File: src/hdl/rfpcr_pkg.sv
package rfpcr_pkg;

    localparam int CODE_BITS  = 32;
    localparam int POS_W      = $clog2(CODE_BITS);
    localparam int EDGE_CAP   = 4 * CODE_BITS + 1;
    localparam int EDGE_IDX_W = $clog2(EDGE_CAP + 1);
    localparam int HDR_EDGES  = 4;
    localparam int TIME_W     = 63;
    localparam int WIN_W      = 16;
    localparam int CFG_IDX_W  = 3;

    localparam logic [CFG_IDX_W-1:0] CFG_SYNC_MIN  = 3'd0;
    localparam logic [CFG_IDX_W-1:0] CFG_START_MIN = 3'd1;
    localparam logic [CFG_IDX_W-1:0] CFG_START_MAX = 3'd2;
    localparam logic [CFG_IDX_W-1:0] CFG_LONG_MIN  = 3'd3;
    localparam logic [CFG_IDX_W-1:0] CFG_LONG_MAX  = 3'd4;
    localparam logic [CFG_IDX_W-1:0] CFG_SHORT_MIN = 3'd5;
    localparam logic [CFG_IDX_W-1:0] CFG_SHORT_MAX = 3'd6;

    localparam logic [WIN_W-1:0] RST_SYNC_MIN  = 16'd10000;
    localparam logic [WIN_W-1:0] RST_START_MIN = 16'd2600;
    localparam logic [WIN_W-1:0] RST_START_MAX = 16'd2800;
    localparam logic [WIN_W-1:0] RST_LONG_MIN  = 16'd1200;
    localparam logic [WIN_W-1:0] RST_LONG_MAX  = 16'd1400;
    localparam logic [WIN_W-1:0] RST_SHORT_MIN = 16'd190;
    localparam logic [WIN_W-1:0] RST_SHORT_MAX = 16'd330;

    // expected line level of header edges 0..3, bit n for edge n
    localparam logic [HDR_EDGES-1:0] HDR_LEVELS = 4'b0101;

    typedef enum logic [2:0] {
        GAP_NONE,
        GAP_SYNC,
        GAP_START,
        GAP_LONG,
        GAP_SHORT
    } t_gap;

    typedef struct packed {
        logic [TIME_W-1:0] edge_time;
        logic              line_level;
    } t_in_item;

    typedef struct packed {
        logic        frame_ok;
        logic [31:0] frame_code;
    } t_out_item;

    typedef struct packed {
        logic [WIN_W-1:0] sync_min_us;
        logic [WIN_W-1:0] start_min_us;
        logic [WIN_W-1:0] start_max_us;
        logic [WIN_W-1:0] long_min_us;
        logic [WIN_W-1:0] long_max_us;
        logic [WIN_W-1:0] short_min_us;
        logic [WIN_W-1:0] short_max_us;
    } t_cfg;

    function automatic t_gap header_class(input logic [1:0] idx);
        t_gap cls;
        unique case (idx)
            2'd0:    cls = GAP_SYNC;
            2'd1:    cls = GAP_SHORT;
            2'd2:    cls = GAP_START;
            default: cls = GAP_SHORT;
        endcase
        return cls;
    endfunction

endpackage

File: src/hdl/rfpcr_cfg_regs.sv
module rfpcr_cfg_regs
    import rfpcr_pkg::*;
(
    input  logic                 i_clk,
    input  logic                 i_rst_n,
    input  logic                 i_wr,
    input  logic [CFG_IDX_W-1:0] i_index,
    input  logic [WIN_W-1:0]     i_data,
    output t_cfg                 o_cfg
);

    t_cfg r_cfg;

    always_ff @(posedge i_clk) begin
        if (!i_rst_n) begin
            r_cfg.sync_min_us  <= RST_SYNC_MIN;
            r_cfg.start_min_us <= RST_START_MIN;
            r_cfg.start_max_us <= RST_START_MAX;
            r_cfg.long_min_us  <= RST_LONG_MIN;
            r_cfg.long_max_us  <= RST_LONG_MAX;
            r_cfg.short_min_us <= RST_SHORT_MIN;
            r_cfg.short_max_us <= RST_SHORT_MAX;
        end else if (i_wr) begin
            unique case (i_index)
                CFG_SYNC_MIN:  r_cfg.sync_min_us  <= i_data;
                CFG_START_MIN: r_cfg.start_min_us <= i_data;
                CFG_START_MAX: r_cfg.start_max_us <= i_data;
                CFG_LONG_MIN:  r_cfg.long_min_us  <= i_data;
                CFG_LONG_MAX:  r_cfg.long_max_us  <= i_data;
                CFG_SHORT_MIN: r_cfg.short_min_us <= i_data;
                CFG_SHORT_MAX: r_cfg.short_max_us <= i_data;
                default: ;
            endcase
        end
    end

    assign o_cfg = r_cfg;

endmodule

File: src/hdl/rfpcr_gap_class.sv
module rfpcr_gap_class
    import rfpcr_pkg::*;
(
    input  logic [TIME_W-1:0] i_now,
    input  logic [TIME_W-1:0] i_prev,
    input  t_cfg              i_cfg,
    output t_gap              o_class
);

    logic [TIME_W-1:0] gap;
    logic              backward;
    logic              gap_big;
    logic [WIN_W-1:0]  gap_lo;

    // anything with bits above the window width beats every 16-bit bound
    function automatic logic in_win(input logic big, input logic [WIN_W-1:0] g,
                                    input logic [WIN_W-1:0] lo,
                                    input logic [WIN_W-1:0] hi);
        return !big && (g >= lo) && (g < hi);
    endfunction

    assign backward = i_now < i_prev;
    assign gap      = i_now - i_prev;
    assign gap_big  = |gap[TIME_W-1:WIN_W];
    assign gap_lo   = gap[WIN_W-1:0];

    always_comb begin
        if (backward) begin
            o_class = GAP_NONE;
        end else if (gap_big || gap_lo >= i_cfg.sync_min_us) begin
            o_class = GAP_SYNC;
        end else if (in_win(gap_big, gap_lo, i_cfg.start_min_us, i_cfg.start_max_us)) begin
            o_class = GAP_START;
        end else if (in_win(gap_big, gap_lo, i_cfg.long_min_us, i_cfg.long_max_us)) begin
            o_class = GAP_LONG;
        end else if (in_win(gap_big, gap_lo, i_cfg.short_min_us, i_cfg.short_max_us)) begin
            o_class = GAP_SHORT;
        end else begin
            o_class = GAP_NONE;
        end
    end

endmodule

File: src/hdl/rfpcr_frame_dec.sv
module rfpcr_frame_dec
    import rfpcr_pkg::*;
(
    input  logic      i_clk,
    input  logic      i_rst_n,
    input  logic      i_step,
    input  t_in_item  i_item,
    input  t_cfg      i_cfg,
    output logic      o_emit,
    output t_out_item o_result
);

    logic [TIME_W-1:0]     r_last_time;
    logic [EDGE_IDX_W-1:0] r_edge_idx;
    logic                  r_hdr_ok;
    logic [CODE_BITS-1:0]  r_code;

    logic [EDGE_IDX_W-1:0] n_edge_idx;
    logic                  n_hdr_ok;
    logic [CODE_BITS-1:0]  n_code;

    t_gap                  cls;
    logic                  is_sync;
    logic                  frame_ok;
    logic [EDGE_IDX_W-1:0] k;
    logic                  k_hdr_ok;
    logic [CODE_BITS-1:0]  k_code;
    logic [EDGE_IDX_W-3:0] bit_no;
    logic [EDGE_IDX_W-3:0] pos;

    rfpcr_gap_class u_gap_class (
        .i_now   (i_item.edge_time),
        .i_prev  (r_last_time),
        .i_cfg   (i_cfg),
        .o_class (cls)
    );

    assign is_sync  = cls == GAP_SYNC;
    assign frame_ok = r_hdr_ok && (r_edge_idx >= EDGE_IDX_W'(HDR_EDGES));

    assign o_emit              = is_sync;
    assign o_result.frame_ok   = frame_ok;
    assign o_result.frame_code = frame_ok ? 32'(r_code) : '0;

    // a sync edge closes the frame and becomes edge 0 of the next one
    assign k        = is_sync ? '0 : r_edge_idx;
    assign k_hdr_ok = is_sync ? 1'b1 : r_hdr_ok;
    assign k_code   = is_sync ? '0 : r_code;
    assign bit_no   = k[EDGE_IDX_W-1:2];
    assign pos      = (EDGE_IDX_W-2)'(CODE_BITS) - bit_no;

    always_comb begin
        n_hdr_ok = k_hdr_ok;
        n_code   = k_code;
        if (k < EDGE_IDX_W'(HDR_EDGES)) begin
            if (cls != header_class(k[1:0]) || i_item.line_level != HDR_LEVELS[k[1:0]]) begin
                n_hdr_ok = 1'b0;
            end
        end else if (k[1:0] == 2'b00 && bit_no <= (EDGE_IDX_W-2)'(CODE_BITS)) begin
            if (cls == GAP_LONG) begin
                n_code[pos[POS_W-1:0]] = 1'b1;
            end
        end
        n_edge_idx = (k < EDGE_IDX_W'(EDGE_CAP)) ? k + 1'b1 : k;
    end

    always_ff @(posedge i_clk) begin
        if (!i_rst_n) begin
            r_last_time <= '0;
            r_edge_idx  <= '0;
            r_hdr_ok    <= 1'b1;
            r_code      <= '0;
        end else if (i_step) begin
            r_last_time <= i_item.edge_time;
            r_edge_idx  <= n_edge_idx;
            r_hdr_ok    <= n_hdr_ok;
            r_code      <= n_code;
        end
    end

endmodule

File: src/hdl/rf_pulse_code_receiver_core.sv
// Decoder for on-off-keyed remote switch codes. Each input transfer is one
// line edge (63-bit microsecond timestamp, pin level after the edge); the gap
// to the previous edge is sorted into sync, start, long or short windows set
// through the configuration port, which is only to be written while no edge
// is in flight. Every sync edge closes the current frame and yields one
// result transfer: frame_ok plus the 32-bit code, taken MSB first after the
// sync/short/start/short header from edges 4 to 128 (the sync is edge 0),
// at indices divisible by 4 (zero if the frame failed). An edge is decoded
// while it sits in the input register, and a sync edge's result is loaded
// into the result register as that edge leaves it, so one edge per cycle is
// taken while no result is held; the single result register is the only
// point of back-pressure, and a held result stalls further edges.
module rf_pulse_code_receiver_core
    import rfpcr_pkg::*;
(
    input  logic                 i_clk,
    input  logic                 i_rst_n,
    input  logic                 i_in_valid,
    output logic                 o_in_ready,
    input  t_in_item             i_in,
    output logic                 o_out_valid,
    input  logic                 i_out_ready,
    output t_out_item            o_out,
    input  logic                 i_cfg_valid,
    output logic                 o_cfg_ready,
    input  logic [CFG_IDX_W-1:0] i_cfg_index,
    input  logic [WIN_W-1:0]     i_cfg_data
);

    logic      r_a_valid;
    t_in_item  r_a_item;
    logic      r_out_valid;
    t_out_item r_out;

    t_cfg      cfg;
    logic      advance;
    logic      emit;
    t_out_item result;

    assign o_cfg_ready = 1'b1;

    rfpcr_cfg_regs u_cfg_regs (
        .i_clk   (i_clk),
        .i_rst_n (i_rst_n),
        .i_wr    (i_cfg_valid),
        .i_index (i_cfg_index),
        .i_data  (i_cfg_data),
        .o_cfg   (cfg)
    );

    assign advance    = r_a_valid && (!r_out_valid || i_out_ready);
    assign o_in_ready = !r_a_valid || advance;

    rfpcr_frame_dec u_frame_dec (
        .i_clk    (i_clk),
        .i_rst_n  (i_rst_n),
        .i_step   (advance),
        .i_item   (r_a_item),
        .i_cfg    (cfg),
        .o_emit   (emit),
        .o_result (result)
    );

    always_ff @(posedge i_clk) begin
        if (!i_rst_n) begin
            r_a_valid   <= 1'b0;
            r_out_valid <= 1'b0;
        end else begin
            if (o_in_ready) begin
                r_a_valid <= i_in_valid;
            end
            if (advance && emit) begin
                r_out_valid <= 1'b1;
            end else if (i_out_ready) begin
                r_out_valid <= 1'b0;
            end
        end
    end

    always_ff @(posedge i_clk) begin
        if (i_in_valid && o_in_ready) begin
            r_a_item <= i_in;
        end
        if (advance && emit) begin
            r_out <= result;
        end
    end

    assign o_out_valid = r_out_valid;
    assign o_out       = r_out;

    a_fail_zero_code: assert property (@(posedge i_clk) disable iff (!i_rst_n)
        r_out_valid && !r_out.frame_ok |-> r_out.frame_code == '0)
        else $error("failed frame carries a non-zero code");

    a_stall_cause: assert property (@(posedge i_clk) disable iff (!i_rst_n)
        !o_in_ready |-> r_a_valid && r_out_valid && !i_out_ready)
        else $error("input stalled without a held result");

    a_accept_loads: assert property (@(posedge i_clk) disable iff (!i_rst_n)
        i_in_valid && o_in_ready |=> r_a_valid)
        else $error("accepted edge lost from input register");

    a_result_from_step: assert property (@(posedge i_clk) disable iff (!i_rst_n)
        $rose(r_out_valid) |-> $past(advance && emit))
        else $error("result appeared without a decoded sync edge");

endmodule
File: config.mk
export PLATFORM = sky130hd
export DESIGN_NAME = rf_pulse_code_receiver_core
export DESIGN_NICKNAME = d
export VERILOG_FILES = /design/src/hdl/rfpcr_pkg.sv /design/src/hdl/rfpcr_cfg_regs.sv /design/src/hdl/rfpcr_gap_class.sv /design/src/hdl/rfpcr_frame_dec.sv /design/src/hdl/rf_pulse_code_receiver_core.sv
export SDC_FILE = /design/constraint.sdc
export NUM_CORES = 1
export LEC_CHECK = 0
export BUFFER_PORTS_ARGS = -buffer_cell sky130_fd_sc_hd__clkbuf_2
export CORE_MARGIN = 2
export CORE_UTILIZATION = 40
export CTS_BUF_LIST = sky130_fd_sc_hd__clkbuf_8
export CTS_CLUSTER_DIAMETER = 30
export DETAILED_ROUTE_END_ITERATION = 6
export GPL_ROUTABILITY_DRIVEN = 0
export HOLD_SLACK_MARGIN = 0.08
export PLACE_DENSITY = 0.59
export REMOVE_ABC_BUFFERS = 1
export SYNTH_ARGS = -nofsm -noshare
export SYNTH_HDL_FRONTEND = slang
export SYNTH_HIERARCHICAL = 1
export SYNTH_SLANG_ARGS = --single-unit
export TNS_END_PERCENT = 100
File: constraint.sdc
create_clock -name i_clk -period 10.2 [get_ports i_clk]
set_input_delay 2.04 -clock i_clk [delete_from_list [all_inputs] [get_ports i_clk]]
set_output_delay 2.04 -clock i_clk [all_outputs]
set_load 0.01 [all_outputs]
After elaboration in Yosys (flattened, before gate mapping)
Index checks and enable logic that the tools add are counted.

storage, ports and cells
  output and inout port bits = 36
  logic and storage cells = 99
  register bits = 315

operators by class
  reductions and logical operators = 30
  eq/ne operators = 11
  add/subtract/negate cells = 3
  muxes and demuxes = 22
  bitwise gates (word level) = 1
  $lt $le $gt $ge = 15

operators by type and width
  operator                                                            number
  two-way mux 32 bit                                                  4
  greater-or-equal comparator 16 bit                                  4
  less-than comparator 63 bit                                         1
  subtractor 63 bit                                                   1
  less-than comparator 16 bit                                         3
  OR reduction 47 bit                                                 1
  bitwise OR 32 bit                                                   1
  two-way mux 3 bit                                                   6
  two-way mux 8 bit                                                   2
  AND reduction 2 bit                                                 7
  logical AND 1 bit                                                   12
  equality test 3 x 2 -> 1 bit (second input constant)                3
  equality test 3 bit (second input constant)                         3
  adder 8 x 1 -> 8 bit (second input constant)                        1
  greater-or-equal comparator 8 x 3 -> 1 bit (second input constant)  1
  less-than comparator 8 x 3 -> 1 bit (second input constant)         1
  less-than comparator 8 bit (second input constant)                  1
  two-way mux 1 bit                                                   7
  equality test 3 x 1 -> 1 bit (second input constant)                2
  <= comparator 6 bit (second input constant)                         1
  less-than comparator 5 x 6 -> 1 bit (second input constant)         1
  one-hot mux 3 bit (2 select lines)                                  1
  demux 1 bit (select 5 bit)                                          1
  greater-or-equal comparator 5 x 1 -> 1 bit (second input constant)  1
  other kinds (11)                                                    16

Logic depth before layout (Yosys ltp)
Gate-level depths: netlist (run 1).

  word-level depth = 21
  gate-level depth with buffers = 30
  gate-level depth less buffers = 29

Hierarchy
Netlist (run 1), hierarchy kept.

modules (own cells, without submodules)
  module                       area an instance (sq um)  sequential area each (sq um)  cells each  instances
  rfpcr_gap_class              7,483.4                   0.0                           1,149       1
  rfpcr_frame_dec              4,523.1                   2,082.0                       453         1
  rfpcr_cfg_regs               4,277.9                   2,242.2                       406         1
  rf_pulse_code_receiver_core  3,036.7                   2,952.8                       112         1

Worst setup path before layout (run 1)
OpenSTA, ideal clock, no wires.

  path kind = register to register
  start point = register r_a_item[1] in the netlist's numbering
  end point = register r_out (netlist bit o_out[0]), enable pin
  setup slack = 4,137 ps
  arrival = 5,640 ps
  cell stages (with the launch flop) = 28
  cells stage by stage = edfxtp_1 -> inv_1 -> ha_1 -> fa_1 -> nand2b_1 -> a21oi_1 -> o21ai_0 -> nor2b_1 -> nor2_1 -> nor2_1 -> xnor2_1 -> ha_1 -> nand3_1 -> nand2_1 -> o2bb2ai_1 -> a211o_1 -> nor4_1 -> nand4_1 -> nor4b_1 -> nand4_1 -> nor4_1 -> and4_1 -> a21oi_1 -> or3b_2 -> clkbuf_1 -> inv_1 -> nand2_1 -> nor2_1

on the way
  elaborated cells on any way between the ends = 25
  classes of those cells = 1 x add/sub; 8 x order compare; 1 x eq/ne; 5 x mux; 10 x reduce/logical

RTL lines
  element                                                                    RTL line                           source
  from (decl)                                                                rf_pulse_code_receiver_core.sv:31  t_in_item r_a_item;
  from (signal assigned)                                                     rf_pulse_code_receiver_core.sv:82  r_a_item <= i_in;
  parallel branches: the longest is 8 deep, another holds subtractor 63 bit  n/a
  two-way mux 3 bit (*)                                                      rfpcr_gap_class.sv:28              if (backward) begin
  via u_frame_dec.cls[0]                                                     rfpcr_frame_dec.sv:22              t_gap cls;
  equality test 3 x 1 -> 1 bit (*)                                           rfpcr_frame_dec.sv:38              assign is_sync = cls == GAP_SYNC;
  via emit                                                                   rf_pulse_code_receiver_core.sv:37  logic emit;
  logical AND 1 bit (*)                                                      rf_pulse_code_receiver_core.sv:84  if (advance && emit) begin
  to (signal assigned)                                                       rf_pulse_code_receiver_core.sv:85  r_out <= result;
  to (decl)                                                                  rf_pulse_code_receiver_core.sv:33  t_out_item r_out;

Mark *: on every way through the listed nets, which the timed path passes.
A chain may end at the register's enable or synchronous reset.

Final worst setup path (run 1)
  start point = register r_a_item[1] in the netlist's numbering
  end point = register u_frame_dec.r_edge_idx[0]

on the way
  elaborated cells on any way between the ends = 28
  classes of those cells = 2 x add/sub; 9 x order compare; 1 x eq/ne; 7 x mux; 9 x reduce/logical

RTL lines
  element                                                                    RTL line               source
  parallel branches: the longest is 8 deep, another holds subtractor 63 bit  n/a
  two-way mux 3 bit (*)                                                      rfpcr_gap_class.sv:28
  via u_frame_dec.cls[1]                                                     rfpcr_frame_dec.sv:22
  equality test 3 x 1 -> 1 bit (*)                                           rfpcr_frame_dec.sv:38
  two-way mux 8 bit (*)                                                      rfpcr_frame_dec.sv:46  assign k = is_sync ? '0 : r_edge_idx;
  adder 8 x 1 -> 8 bit or less-than comparator 8 bit (tied branches)         rfpcr_frame_dec.sv:64  n_edge_idx = (k < EDGE_IDX_W'(EDGE_CAP)) ? k + 1'b1 : k;
  two-way mux 8 bit (*)                                                      rfpcr_frame_dec.sv:64
  to (signal assigned)                                                       rfpcr_frame_dec.sv:75  r_edge_idx <= n_edge_idx;
  to (decl)                                                                  rfpcr_frame_dec.sv:14  logic [EDGE_IDX_W-1:0] r_edge_idx;

Marked as above.

==> qor.yml, run 1 <==
drt-total-wl_um: 50500
routedWlPerCell_um: 17.4
setup.worst_path.start_class: "flop"
arrival_ns: 7.99
yosysUniqueCellTypes: 89
row_count: 80
period_minus_slack_ns: 7.42
cts_tree: "yes"
root_buffer: "clkbuf_8"
utilization_pct: 45.9
numClockSinks: 315
postCtsSetupRepairBufs: 0
insertion_delay_ns: 0.65
globalRouteMet2Util_pct: 31.6
antenna_found_initial: 2
synth_largest_area_cell: "dfxtp_1"
cp_top_family: "simple AND/OR/NAND/NOR gates"
dieArea_um2: 50100
min_to: "u_frame_dec/r_code[9]"
maxCapViolCount: 0
syn_inst: 2120
crit_path_top_delay_cell: "and2_1"
clk_pin_slew_ns: 0.05
async_reset_ff_share_pct: 0
clockBufferDepth: 3
worstMarginPinSlew_ns: 1.15
synth_edf_count: 97
regToRegEndpoint: "u_frame_dec/r_edge_idx[0]"
ios: 124
drt-initial-drc-count: 1063
crit_buf_inv: 1
cts-resized-gates: 0
drive_above_1_share_pct: 12.9
fmax_mhz: 135
grtUsageMet3_pct: 3.44
final_nets: 2487
detail_route.vias_per_cell: 5.44
p_leak_nw: 9.34
initial_core_util_pct: 40.5
worst-path-max-fanout: 33
setup_tns_ns: 0
hold_viol: 0
core_area_um2: 47700
yosysSeqAreaShare_pct: 37.7
grt_pass1_vias: 15400
hold_depth: 2
holdBufCountCts: 0
drtAntennaViolNets: 0
drv_slew: 0
reg2reg_slack_ns: 2.78
remaining_drc_errors: 0
ys.warnings.count: 6
io_buffers: 122
cts_inserted_buffers: 76
crit_start: "r_a_item[1]"
die_w_um: 224
status: "completed"
skew_ns: 0.0374
min_path_type: "flop to flop"
chipHeight_um: 224
rsz0062_at_grt: "false"
dr.pass1.iters: 5
grt_pass1_wl_um: 81000
track_usage_pct: 20.0
grt_max_degree: 107
critPathKind: "flop to flop"
met1_usage_pct: 27.1
dpl.hpwl_um: 37300
timing.rr.start: "r_a_item[1]"
busiest_layer: "met2"
final_cell_mix: "218 x dfxtp_1, 209 x nand2_1, 205 x inv_1"
grt-ovfl-total: 0
reg2regPathDepth: 26
period_share_pct: 72.7
irDropWorstVdd_v: 0.0000742
vias: 15800
ys_seq_elements: 315
critical_path_required_ns: 10.77
max_stage_delay_ns: 0.96
synth_ff_type: "dfxtp_1"
avgSynthCellArea_um2: 9.11
hold_start: "u_frame_dec/r_code[9]"
layout_commonest_cell: "dfxtp_1"
relSlewSlack_pct: 23.1
syn_to_final_growth_pct: 13.4
synth_top_area_share_pct: 22.6
syn_area_um2: 19300
setup_viol: 0
power_density_nw_per_um2: 167
netlist_top_cells_area: "dfxtp_1 23%, edfxtp_1 15%, ha_1 11%"
critPathCaptureType: "flop"
ctsHtreeMaxLevel: 3
## final cells by class
type                    count  area (um2)
fillers                  4615       25800
clock inverters            58         483
multi-input cells        1502       10800
repair buffers            134         707
flip-flops and latches    315        7280
clock buffers              83        1140
well taps                 615         769
inverters                 193         724
diodes                      1        2.50
## power by group
| part | internal (mW) | total, mW | switching (mW) |
|---|---|---|---|
| logic | 0.289 | 0.745 | 0.456 |
| registers | 1.34 | 1.37 | 0.0280 |
| clock network | 0.899 | 1.55 | 0.646 |
## synth_stat cells, types with 4 or more instances
cell type / count
nand4b_1: 6
o22ai_1: 7
o21bai_1: 10
edfxtp_1: 97
xor2_1: 10
nand2b_1: 24
and3_2: 5
and2_1: 8
nand4_1: 58
a21boi_0: 7
a32o_1: 20
dfxtp_1: 218
and4_1: 6
nor3b_1: 4
xnor2_1: 30
a221oi_1: 4
a22o_1: 5
buf_2: 22
a21oi_1: 125
nor2b_1: 124
buf_4: 6
a21o_1: 49
nor4_1: 18
buf_6: 8
a211oi_1: 8
a31oi_1: 9
o211ai_1: 20
ha_1: 176
nand3_1: 31
nand2_1: 209
nor4b_1: 5
mux2i_1: 194
o21ai_0: 85
nor3_1: 23
nor2_1: 89
or3_1: 5
or2_2: 4
o31ai_1: 10
inv_1: 193
clkbuf_1: 71
o21a_1: 18
and3_1: 33
## cell families (layout without fill, tap and decap cells)
kind of cell / Yosys count / after routing / synth area share (%)
and+or+nand+nor: 672 / 672 / 18.3
buffers and inverters: 303 / 468 / 6.60
DFF: 315 / 315 / 37.7
muxes: 197 / 197 / 10.2
xor gates and xnor gates: 40 / 40 / 1.81
other: 1 / 2 / 0.0194
AOI/OAI and AO/OA: 415 / 415 / 13.9
adders and majority gates: 177 / 177 / 11.5
## worst register-to-register path: stages (launching register included)
cell       delay [ns]
edfxtp_1         0.34
inv_1            0.05
ha_1             0.21
fa_1             0.41
nand2b_1         0.19
a21oi_1          0.35
o21ai_0          0.20
nor2b_1          0.18
nor2_1           0.12
nor2_1           0.06
xnor2_1          0.64
ha_1             0.40
a21oi_1          0.15
nand2_1          0.08
o2bb2ai_1        0.12
a211o_1          0.29
nor4_1           0.26
nand4_1          0.11
nor4b_1          0.30
nand4_1          0.13
nor4_1           0.38
and4_1           0.30
nor3b_2          0.34
nand4bb_1        0.44
and2_1           0.96
nand2_1          0.15
mux2i_1          0.17
## stage by stage
stage / hold slack, ns / instance area (um2) / power [mW] / setup WS (ns) / std cells
floorplan: 0.417 / 18800 / 1.90 / 3.91 / 2010
global placement: 0.437 / 20300 / 2.11 / 3.15 / 2759
detailed placement: 0.432 / 20300 / 2.13 / 2.81 / 2759
CTS: 0.444 / 21900 / 3.70 / 2.79 / 2900
global route: 0.468 / 21900 / 3.86 / 2.25 / 2901
finish: 0.439 / 21900 / 3.66 / 2.78 / 2901
## sequential cells by signal (all words and copies together) (netlist names)
name and flops:
u_frame_dec/r_hdr_ok 1, u_frame_dec/r_code 32, r_a_item 64, u_cfg_regs/o_cfg 112, u_frame_dec/r_last_time 63, o_out 33
o_out_valid 1, u_frame_dec/r_edge_idx 8, r_a_valid 1
## worst max-delay path by stage
stage	slack (ns)	cells after the start	to
finish	2.78	26	u_frame_dec/r_edge_idx[0]
global route	2.25	26	u_frame_dec/r_edge_idx[0]
CTS	2.79	26	u_frame_dec/r_edge_idx[0]
detailed placement	2.81	26	u_frame_dec/r_edge_idx[0]
global placement	3.15	26	u_frame_dec/r_edge_idx[0]
floorplan	3.91	5	u_frame_dec/r_code[28]
## layer usage
metal / share of wire, % / wire length (um)
met1: 47 / 23700
met2: 44 / 22400
met3: 5.6 / 2850
met4: 3.1 / 1540
met5: 0.020 / 10
(Power assumes the default switching activity.)
==> inputs of run 2 (changes only) <==
--- a/config.mk
+++ b/config.mk
@@ -13,7 +13,7 @@
 export DETAILED_ROUTE_END_ITERATION = 6
 export GPL_ROUTABILITY_DRIVEN = 0
 export HOLD_SLACK_MARGIN = 0.08
-export PLACE_DENSITY = 0.59
+export PLACE_DENSITY = 0.62
 export REMOVE_ABC_BUFFERS = 1
 export SYNTH_ARGS = -nofsm -noshare
 export SYNTH_HDL_FRONTEND = slang
==> constraint.sdc (replaced) <==
create_clock -name i_clk -period 6.3 [get_ports i_clk]
set_input_delay 1.26 -clock i_clk [delete_from_list [all_inputs] [get_ports i_clk]]
set_output_delay 1.26 -clock i_clk [all_outputs]
set_load 0.01 [all_outputs]
==> run 2 against run 1 <==
  * The run now ends with DRC left
  * Routed wire length shrank 2.4%
  * Power grew 58%
  * Flip-flop and latch count is the same
  * Clock skew shrank 0.0092 ns
  * Combinational power grew 68%
  * Non-clock buffer count grew 23
  * Sequential share of layout area shrank 0.14 points
  * Register-to-register slack lost 2.4 ns
  * Sequential power grew 62%
  * First-iteration DRC count grew 5.6%
  * Maximum frequency grew 25%
  * Largest power group unchanged
==> qor.yml, run 2 (same netlist as run 1, synthesis figures left out) <==
row_count: 80
root_buffer: "clkbuf_8"
utilization_pct: 46.1
timing.rr.start: "r_a_item[1]"
core_area_um2: 47700
pre_cts_ws_ns: -0.00241
globalRouteMet2Util_pct: 30.7
p_leak_nw: 9.40
routedWlPerCell_um: 16.9
power_density_nw_per_um2: 264
die_w_um: 224
endpoint: "u_frame_dec/r_code[14]"
relSlewSlack_pct: 29.3
reg2reg_slack_ns: 0.37
crit_path_top_delay_cell: "fa_1"
detail_route.vias_per_cell: 5.40
holdBufCountCts: 0
io_buffers: 122
violations: "DRC"
grt_pass1_wl_um: 80000
ctsHtreeMaxLevel: 3
drtAntennaViolNets: 0
dpl.hpwl_um: 36600
fin_cells: 2908
status: "finished with violations"
chipHeight_um: 224
fin_ws_ns: 0.373
dr.pass1.iters: 7
track_usage_pct: 19.7
final_nets: 2504
max_stage_delay_ns: 0.41
critPathKind: "flop to flop"
worstMarginPinSlew_ns: 1.06
grt-ovfl-total: 0
whs_ns: 0.452
drive_above_1_share_pct: 13.7
setup_viol: 0
remaining_drc_errors: 2
reg2regPathDepth: 29
place_area_um2: 20400
grt_pass1_vias: 15500
min_path_type: "flop to flop"
grtUsageMet3_pct: 3.71
irDropWorstVdd_v: 0.000113
critPathCaptureType: "flop"
period_share_pct: 94.1
arrival_ns: 6.45
insertion_delay_ns: 0.64
period_minus_slack_ns: 5.93
maxCapViolCount: 0
drt-initial-drc-count: 1122
antenna_found_initial: 2
syn_to_final_growth_pct: 13.9
hold_viol: 0
vias: 15700
cts_inserted_buffers: 70
numClockSinks: 315
drt-total-wl_um: 49200
regToRegEndpoint: "u_frame_dec/r_code[14]"
busiest_layer: "met2"
dp.cells: 2778
layout_commonest_cell: "dfxtp_1"
fmax_mhz: 169
dieArea_um2: 50100
crit_start: "r_a_item[1]"
clk_pin_slew_ns: 0.06
worst-path-max-fanout: 7
setup.worst_path.start_class: "flop"
cts_tree: "yes"
initial_core_util_pct: 40.5
final_cell_mix: "218 x dfxtp_1, 208 x nand2_1, 205 x inv_1"
largest_register_ffs: 112
fill_cells: 4549
skew_ns: 0.0283
drv_slew: 0
critical_path_required_ns: 6.82
grt_max_degree: 121
clockBufferDepth: 3
met1_usage_pct: 26.2
fin_area_um2: 22000
ios: 124
run 2: cell types whose count changed in the layout (fill, tap and decap cells not counted), moves of 3 or more:
cell,previous run,this run
a21oi_1,125,122
a21oi_2,0,3
buf_4,12,35
clkbuf_8,83,73
clkinv_1,1,4
clkinv_2,17,11
clkinvlp_4,14,8
run 2: worst min-delay path by stage:
stage	start	end	slack [ns]	depth (start not counted)
2_1_floorplan	u_frame_dec/r_code[10]	u_frame_dec/r_code[10]	0.42	2
6_report	u_frame_dec/r_code[0]	u_frame_dec/r_code[0]	0.45	2
3_3_place_gp	u_frame_dec/r_code[1]	u_frame_dec/r_code[1]	0.44	2
4_1_cts	u_frame_dec/r_code[0]	u_frame_dec/r_code[0]	0.45	2
5_1_grt	u_cfg_regs/o_cfg[87]	u_cfg_regs/o_cfg[87]	0.47	2
3_5_place_dp	u_frame_dec/r_code[0]	u_frame_dec/r_code[0]	0.44	2
run 2: where the power goes:
part	internal, mW	switching, mW
sequential	2.17	0.0454
combinational	0.499	0.752
clock	1.35	0.980
run 2: metal layers:
metal,routed length [um],up-vias
met3,2600,92
met1,23200,7370
met5,13,-
met2,21800,458
met4,1640,2
li1,-,7778
run 2: worst max-delay path: cells and delay by family, from the launching register on:
family	cells	cell delay, ns
AO/OA/AOI/OAI	6	1.08
XOR/XNOR	1	0.25
adder cells (fa/ha/maj)	4	1.09
buffers and inverters	2	0.22
flip-flops	1	0.34
AND/OR/NAND/NOR	16	2.83
run 2: metrics by stage:
stage | setup TNS [ns] | power, mW
after global placement | 0 | 3.44
after detailed placement | -0.00241 | 3.47
after CTS | 0 | 5.85
after floorplan | 0 | 3.08
final | 0 | 5.80
after global routing | -0.297 | 6.13
run 2: timing repair:
| action | in CTS | in global routing |
|---|---|---|
| pin swaps | 1 | 5 |
| setup endpoints to repair | 11 | 74 |
| buffers inserted | 1 | 3 |
| resized for setup | 1 | 18 |
run 2: area by class of cell:
type | instances | area [um2] | share of cell area [%]
inverters | 193 | 724 | 3.29
repair buffers | 157 | 880 | 4.00
multi-input cells | 1502 | 10900 | 49.5
diodes | 1 | 2.50 | 0.0114
well taps | 615 | 769 | 3.50
flip-flops and latches | 315 | 7280 | 33.1
clock buffers | 73 | 1000 | 4.57
clock inverters | 52 | 462 | 2.10
